### config.mk
export PLATFORM = sky130hd
export DESIGN_NAME = erp_ctrl
export DESIGN_NICKNAME = d
export VERILOG_FILES = /design/src/hw/rtl/erp_pkg.sv /design/src/hw/rtl/erp_ctrl.sv
export SDC_FILE = /design/constraint.sdc
export NUM_CORES = 1
export LEC_CHECK = 0
export ABC_AREA = 1
export ABC_CLOCK_PERIOD_IN_PS = 3700
export BUFFER_PORTS_ARGS = -buffer_cell sky130_fd_sc_hd__buf_2
export CORE_MARGIN = 3
export CORE_UTILIZATION = 52
export CTS_CLUSTER_SIZE = 20
export DETAILED_ROUTE_END_ITERATION = 6
export GPL_ROUTABILITY_DRIVEN = 0
export PLACE_DENSITY = 0.84
export SLEW_MARGIN = 20
export SYNTH_ARGS = -nofsm -noshare
export SYNTH_HDL_FRONTEND = slang
export SYNTH_SLANG_ARGS = --single-unit
### constraint.sdc
create_clock -name clk -period 3.7 [get_ports clk]
set_input_delay 0.37 -clock clk [delete_from_list [all_inputs] [get_ports clk]]
set_output_delay 0.37 -clock clk [all_outputs]
set_load 0.03 [all_outputs]
### src/hw/rtl/erp_pkg.sv
// Shared types, constants and codes for the ELF relocation patcher.
package erp_pkg;

    // Store depths and derived widths
    localparam int HI_PENDING_DEPTH = 32;
    localparam int VENEER_DEPTH     = 16;
    localparam int VENEER_BYTES     = 8;
    localparam int HI_AW = (HI_PENDING_DEPTH > 1) ? $clog2(HI_PENDING_DEPTH) : 1;
    localparam int HI_CW = $clog2(HI_PENDING_DEPTH + 1);
    localparam int VN_AW = (VENEER_DEPTH > 1) ? $clog2(VENEER_DEPTH) : 1;
    localparam int VN_CW = $clog2(VENEER_DEPTH + 1);
    localparam int HI_W  = 96;
    localparam int VN_W  = 64;

    // Configuration register indexes
    localparam logic [2:0] CFG_MACHINE      = 3'd0;
    localparam logic [2:0] CFG_RUNTIME_BASE = 3'd1;
    localparam logic [2:0] CFG_IMAGE_BASE   = 3'd2;
    localparam logic [2:0] CFG_DRAM_SIZE    = 3'd3;
    localparam logic [2:0] CFG_DRAM_USED    = 3'd4;

    typedef enum logic [1:0] {
        MACH_MIPS = 2'd0,
        MACH_M68K = 2'd1,
        MACH_SH   = 2'd2,
        MACH_ARM  = 2'd3
    } machine_t;

    typedef enum logic [2:0] {
        ST_OK      = 3'd0,
        ST_UNDEF   = 3'd1,
        ST_RANGE   = 3'd2,
        ST_UNKNOWN = 3'd3,
        ST_UNSUP   = 3'd4
    } status_t;

    // Relocation type codes
    localparam logic [7:0] MIPS_NONE   = 8'd0;
    localparam logic [7:0] MIPS_32     = 8'd2;
    localparam logic [7:0] MIPS_26     = 8'd4;
    localparam logic [7:0] MIPS_HI16   = 8'd5;
    localparam logic [7:0] MIPS_LO16   = 8'd6;
    localparam logic [7:0] SIMPLE_NONE = 8'd0;
    localparam logic [7:0] SIMPLE_32   = 8'd1;
    localparam logic [7:0] ARM_NONE    = 8'd0;
    localparam logic [7:0] ARM_V4BX    = 8'd40;
    localparam logic [7:0] ARM_ABS32   = 8'd2;
    localparam logic [7:0] ARM_PC24    = 8'd27;
    localparam logic [7:0] ARM_CALL    = 8'd28;
    localparam logic [7:0] ARM_JUMP24  = 8'd29;

    // Instruction field masks and veneer code
    localparam logic [31:0] J26_KEEP    = 32'hfc000000;
    localparam logic [31:0] J26_FIELD   = 32'h03ffffff;
    localparam logic [31:0] REGION_MASK = 32'hf0000000;
    localparam logic [31:0] B24_FWD_LIM = 32'h02000000;
    localparam logic [31:0] B24_BWD_LIM = 32'hfe000000;
    localparam logic [31:0] VENEER_LDR  = 32'he51ff004;
    localparam logic [31:0] B24_FIELD   = 32'h00ffffff;
    localparam logic [31:0] B24_KEEP    = 32'hff000000;
    localparam logic [31:0] HALF_ROUND  = 32'h00008000;

    typedef enum logic [1:0] {
        CLS_SINGLE,
        CLS_HI,
        CLS_LO,
        CLS_FAR
    } cls_t;

    typedef enum logic [2:0] {
        SEL_SINGLE,
        SEL_ERR,
        SEL_HI_WR,
        SEL_LO_WR,
        SEL_V0,
        SEL_V1,
        SEL_ARM_FIN
    } sel_t;

    typedef enum logic [3:0] {
        S_IDLE,
        S_DEC,
        S_EMIT_ONE,
        S_LO_RD,
        S_LO_CHK,
        S_LO_HI,
        S_VS_RD,
        S_VS_CHK,
        S_VNEW,
        S_V0,
        S_V1
    } state_t;

    typedef struct packed {
        logic load_in;
        logic push_hi;
        logic clr_pend;
        logic walk_init;
        logic walk_dec;
        logic rd_hi;
        logic vs_init;
        logic vs_inc;
        logic rd_vn;
        logic ven_alloc;
        logic ven_found;
        logic emit;
        sel_t sel;
        logic last;
    } cmd_t;

    typedef struct packed {
        cls_t cls;
        logic hi_full;
        logic pend_empty;
        logic walk_zero;
        logic hi_match;
        logic ven_empty;
        logic vs_match;
        logic vs_end;
        logic ven_ok;
        logic slot_free;
    } sts_t;

endpackage

### src/hw/rtl/erp_ctrl.sv
// Sequencing state machine for the relocation patcher.
module erp_ctrl (
    input  logic          clk,
    input  logic          rst_n,
    input  logic          in_valid,
    output logic          in_stall,
    input  erp_pkg::sts_t sts,
    output erp_pkg::cmd_t cmd
);

    import erp_pkg::*;

    state_t state_reg, state_next;
    sel_t   sel_reg, sel_next;

    // Hold state and pending selection
    always_ff @(posedge clk or negedge rst_n)
    begin
        if (!rst_n)
        begin
            state_reg <= S_IDLE;
            sel_reg   <= SEL_SINGLE;
        end
        else
        begin
            state_reg <= state_next;
            sel_reg   <= sel_next;
        end
    end

    // Advance through decode, queue walk and veneer search
    always_comb
    begin
        state_next = state_reg;
        sel_next   = sel_reg;
        cmd        = '0;
        cmd.sel    = SEL_SINGLE;
        in_stall   = 1'b1;
        unique case (state_reg)
            S_IDLE:
            begin
                in_stall = 1'b0;
                if (in_valid)
                begin
                    cmd.load_in = 1'b1;
                    state_next  = S_DEC;
                end
            end
            S_DEC:
            begin
                unique case (sts.cls)
                    CLS_SINGLE:
                    begin
                        sel_next   = SEL_SINGLE;
                        state_next = S_EMIT_ONE;
                    end
                    CLS_HI:
                    begin
                        cmd.push_hi = !sts.hi_full;
                        sel_next    = sts.hi_full ? SEL_ERR : SEL_SINGLE;
                        state_next  = S_EMIT_ONE;
                    end
                    CLS_LO:
                    begin
                        cmd.clr_pend = 1'b1;
                        if (sts.pend_empty)
                        begin
                            sel_next   = SEL_LO_WR;
                            state_next = S_EMIT_ONE;
                        end
                        else
                        begin
                            cmd.walk_init = 1'b1;
                            state_next    = S_LO_RD;
                        end
                    end
                    CLS_FAR:
                    begin
                        if (sts.ven_empty)
                        begin
                            state_next = S_VNEW;
                        end
                        else
                        begin
                            cmd.vs_init = 1'b1;
                            state_next  = S_VS_RD;
                        end
                    end
                    default:
                    begin
                        state_next = S_IDLE;
                    end
                endcase
            end
            S_EMIT_ONE:
            begin
                if (sts.slot_free)
                begin
                    cmd.emit   = 1'b1;
                    cmd.sel    = sel_reg;
                    cmd.last   = 1'b1;
                    state_next = S_IDLE;
                end
            end
            S_LO_RD:
            begin
                cmd.rd_hi  = 1'b1;
                state_next = S_LO_CHK;
            end
            S_LO_CHK:
            begin
                if (!sts.hi_match)
                begin
                    sel_next   = SEL_ERR;
                    state_next = S_EMIT_ONE;
                end
                else
                begin
                    state_next = S_LO_HI;
                end
            end
            S_LO_HI:
            begin
                if (sts.slot_free)
                begin
                    cmd.emit = 1'b1;
                    cmd.sel  = SEL_HI_WR;
                    if (sts.walk_zero)
                    begin
                        sel_next   = SEL_LO_WR;
                        state_next = S_EMIT_ONE;
                    end
                    else
                    begin
                        cmd.walk_dec = 1'b1;
                        state_next   = S_LO_RD;
                    end
                end
            end
            S_VS_RD:
            begin
                cmd.rd_vn  = 1'b1;
                state_next = S_VS_CHK;
            end
            S_VS_CHK:
            begin
                if (sts.vs_match)
                begin
                    cmd.ven_found = 1'b1;
                    sel_next      = SEL_ARM_FIN;
                    state_next    = S_EMIT_ONE;
                end
                else if (sts.vs_end)
                begin
                    state_next = S_VNEW;
                end
                else
                begin
                    cmd.vs_inc = 1'b1;
                    state_next = S_VS_RD;
                end
            end
            S_VNEW:
            begin
                if (!sts.ven_ok)
                begin
                    sel_next   = SEL_ERR;
                    state_next = S_EMIT_ONE;
                end
                else
                begin
                    cmd.ven_alloc = 1'b1;
                    state_next    = S_V0;
                end
            end
            S_V0:
            begin
                if (sts.slot_free)
                begin
                    cmd.emit   = 1'b1;
                    cmd.sel    = SEL_V0;
                    state_next = S_V1;
                end
            end
            S_V1:
            begin
                if (sts.slot_free)
                begin
                    cmd.emit   = 1'b1;
                    cmd.sel    = SEL_V1;
                    sel_next   = SEL_ARM_FIN;
                    state_next = S_EMIT_ONE;
                end
            end
            default:
            begin
                state_next = S_IDLE;
            end
        endcase
    end

endmodule

==> Word level (Yosys, flattened, before mapping) <==
Cells that the tools add are included.
W data, S select, Z words.
{ "word_totals": {"ff_bits": 7, "input_bits": 14, "output_inout_bits": 17, "elab_cells": 85} }
{ "op_classes": {"n_eq_ne": 24, "n_mux": 52, "n_reduce_logical": 7} }
{ "op_table": {"columns": ["cell", "count"], "rows": [
  ["$mux W4", 12],
  ["$pmux W4 S11", 1],
  ["$mux W3", 9],
  ["$mux W1", 24],
  ["$ne A2 B2 Y1 const B", 9],
  ["$pmux W3 S6", 1],
  ["$eq A4 B3 Y1 const B", 4],
  ["$pmux W4 S4", 1],
  ["$eq A4 B4 Y1 const B", 3],
  ["$pmux W4 S3", 1],
  ["$pmux W3 S3", 1],
  ["$reduce_and A9 Y1", 1],
  ["$eq A4 B2 Y1 const B", 2],
  ["$reduce_bool A6 Y1", 1],
  ["$mux W5", 1],
  ["$reduce_and A5 Y1", 1],
  ["$eq A2 B2 Y1 const B", 2],
  ["$eq A4 B1 Y1 const B", 1],
  ["$logic_not A4 Y1", 1],
  ["$ne A4 B1 Y1 const B", 1],
  ["$ne A3 B3 Y1 const B", 1],
  ["$eq A2 B1 Y1 const B", 1],
  ["$logic_not A2 Y1", 1],
  ["$mux W2", 1],
  ["2 further kinds", 2]
]} }

==> Logic depth before layout (Yosys ltp) <==
{ "logic_depth": {"depth_word": 4, "mapped_depth": 10, "depth_no_buf": 10} }

==> Worst setup path before layout <==
No wires, ideal clock.
{ "synth_path": {"kind": "register to output", "from": "register state_reg[1]", "to": "output cmd[15] (netlist bit)", "t_arrival_ps": 1443, "required_time_ps": 3330, "path_slack_ps": 1887, "stages_incl_launch_ff": 4, "path_buffers": 0, "path_cell_list": "dfrtp_1 > nor2_1 > nand2_1 > nor2_1"} }
{ "synth_lines": {"columns": ["element", "line", "rtl"], "rows": [
  ["from (decl)", "erp_ctrl.sv:13", "state_t state_reg, state_next;"],
  ["from (signal assigned)", "erp_ctrl.sv:26", "state_reg <= state_next;"],
  ["to (decl)", "erp_ctrl.sv:8", "output erp_pkg::cmd_t cmd"]
]} }

==> reports/results.tsv <==
stage	metric	value	unit
place	Place WS	1.98	ns
worst_hold_path	Worst Hold Class	in2reg	
cells_and_area	max reg flops	4	
worst_hold_path	min-delay src	sts[0]	
critical_path	crit path max-delay cell type	dfrtp_1	
critical_path	reg2reg end	sel_reg[2]	
synthesis	Syn Inst Count	144	
grt	met1 Track Usage GR	30.6	%
power_and_ir_drop	Clock power frac	9.8	%
grt	Remaining Overflow, GRT	0	
sta	final setup TNS	0	ns
cells_and_area	most frequent cells in the layout	nand2_1, buf_2, nor2_1	
synthesis	flops & latches, synth	7	
route	Routed wire per std cell	10.9	um
synthesis	syn avg cell area	5.71	sq um
floorplan	die area	2090	sq um
cts	CTS tree	done	
cells_and_area	area added between synthesis and finish	25.0	%
grt	met2 usage	37.3	%
cts	H-Tree Depth	1	
critical_path	CP Max Fanout	6	
route	drt pass-1 iters	4	
critical_path	critical setup path kind	reg2out	
synthesis	largest area contributor in the netlist	dfrtp_1	
synthesis	Seq/Total Area, Yosys	21.3	%
grt	Most Crowded Layer GR	met2	
sta	setup violators final	0	
cells_and_area	layout cells sized above 1	27.4	%
grt	largest net degree at the start of global routing	8	
sta	crit share post-route	56.2	%
flow_run	Max Cap Viol	0	
floorplan	core area	1380	sq um
floorplan	Initial Utilization	59.5	%
critical_path	CP endpoint kind	output pin	
place	post-DP HPWL	1.78	mm
worst_hold_path	hold path depth	2	
power_and_ir_drop	internal power	0.000293	W
grt	via count of the first global-routing pass	868	
critical_path	crit path cell chain	inv_1 > nand2_1 > nor2_2 > o21ai_0 > nor2_1 > buf_2	
grt	antenna violations before repair	0	
sta	Final Critical Period	2.08	ns
cts	Skew-Pair Late Insertion Delay	0.25	ns
synthesis	mapped cell area	822	sq um
route	Iteration-0 DRC Markers	36	
cells_and_area	design area	1030	sq um
floorplan	# IOs	31	
floorplan	Chip Width	45.8	um
floorplan	FP Rows	13	
cells_and_area	most common cell after layout, fill and taps aside	nand2_1	
floorplan	Die Y	45.8	um
sta	Worst-Margin Slew	0.304	ns
cells_and_area	Final #Nets	198	
outcome	status	finished, final reports clean	
sta	Pins Over Slew Limit	0	
route	Detail Route Antenna Nets	0	
grt	Global Route met3 Usage	4.74	%
sta	fmax	0.481	GHz
cells_and_area	post-layout util	74.3	%
synthesis	Post-Syn Nets	162	
route	Routed WL	2.11	mm
synthesis	library cells used by synthesis	18	
cts	CTS sink cnt	7	
cells_and_area	ANT cells	0	
synthesis	ranking of synthesized cells by area	dfrtp_1, nand2_1, nor2_1	
critical_path	Critical R2R Launch	state_reg[1]	
power_and_ir_drop	Sw Share	56.8	%
critical_path	Worst path max stage delay	0.44	ns
power_and_ir_drop	PD cells	661	nW/um^2
sta	clock skew	0.00583	ns
place	PortBufs	30	
sta	setup ws final	1.62	ns
sta	RSZ-0062 raised after global routing	no	
sta	hold slack	0.398	ns
power_and_ir_drop	Leakage	0.659	nW
place	Area after DPL	991	sq um
critical_path	Worst Setup SP	state_reg[1]	
power_and_ir_drop	Flop pwr share	20.9	%
route	DR DRC count	0	
route	DR vias/cell	5.16	
cts	post-CTS sizing	0	
power_and_ir_drop	Worst VDD drop	0.455	mV
cts	Reg clk slew, reported paths	0.05	ns
critical_path	FF-to-FF path depth	9	
cts	CTS root buf	clkbuf_4	
sta	final hold vios	0	
grt	first-pass GRT wire length	3.48	mm
route	Vias	1002	
power_and_ir_drop	combinational share of power	69.3	%
grt	Total GRT Usage	22.8	%
power_and_ir_drop	P_sw	0.000386	W
synthesis	post-synth top area share	21.3	%
critical_path	type of origin of the critical path	register	
cts	Num CTS Buffers	3	
critical_path	Critical Path AT	1.71	ns
critical_path	R2R setup slack	2.17	ns
critical_path	Worst Path Required	3.33	ns
worst_hold_path	Hold EP	state_reg[2]	
synthesis	Synthesis Warnings	0	
sta	worst relative slew slack	79.7	%
cts	Max Buffers Root-to-Sink	2	
[critical path, delay by kind of cell, from the launching register on]
kind | cells | cell delay [ns]
simple gates | 3 | 0.51
compound gates | 1 | 0.18
flops | 1 | 0.44
buf+inv | 2 | 0.32
[metal layers]
metal | vias up | part of all wire, %
met3 | 2 | 5.5
met5 | - | 0
met2 | 33 | 50
li1 | 526 | -
met1 | 441 | 45
met4 | 0 | 0.19
[power groups by stage]
stage	registers (W)	clock network (W)	logic (W)
3_3_place_gp	0.000141	0	0.000462
2_1_floorplan	0.000135	0	0.000366
6_report	0.000142	0.0000668	0.000471
3_5_place_dp	0.000142	0	0.000467
5_1_grt	0.000145	0.0000740	0.000532
4_1_cts	0.000141	0.0000688	0.000472
[synthesized netlist by cell type, drive strengths merged]
library cell and count:
nand2 49, nor2 32, inv 21, nand3 15, dfrtp 7, o21ai 7
a21oi 4, ha 4, nor3 3, nand4 1, o31ai 1
[kinds of logic after synthesis]
kind of cell,count (synthesis),share of synthesized area (%)
simple gates,100,54.5
buf+inv,21,9.59
compound gates,12,8.52
flops,7,21.3
fa+ha+maj,4,6.09
[area by class of cell]
type / instances / area [sq um]
Timing Repair Buffer: 31 / 160
Fill cell: 127 / 355
Tap cell: 15 / 18.8
Multi-Input combinational cell: 116 / 568
Clock buffer: 4 / 26.3
Sequential cell: 7 / 175
Inverter: 21 / 78.8
[repair_timing]
item                                   in CTS  in global routing
setup buffers                               0                  0
endpoints found under the hold margin       7                  0
hold buffers                                1                  0
[through the flow]
stage               power, W  cells
detailed placement  0.000609    189
finish              0.000679    194
floorplan           0.000502    144
global route        0.000750    194
CTS                 0.000681    194
global placement    0.000603    189
[worst max path at each step]
stage / end / slack (ns) / depth (start not counted)
after global placement: cmd[2] / 2.01 / 6
after floorplan: cmd[15] / 1.89 / 3
after global routing: cmd[2] / 1.54 / 6
final: cmd[2] / 1.62 / 6
after detailed placement: cmd[2] / 1.98 / 6
after CTS: cmd[2] / 1.66 / 6
(Power assumes the default switching activity.)
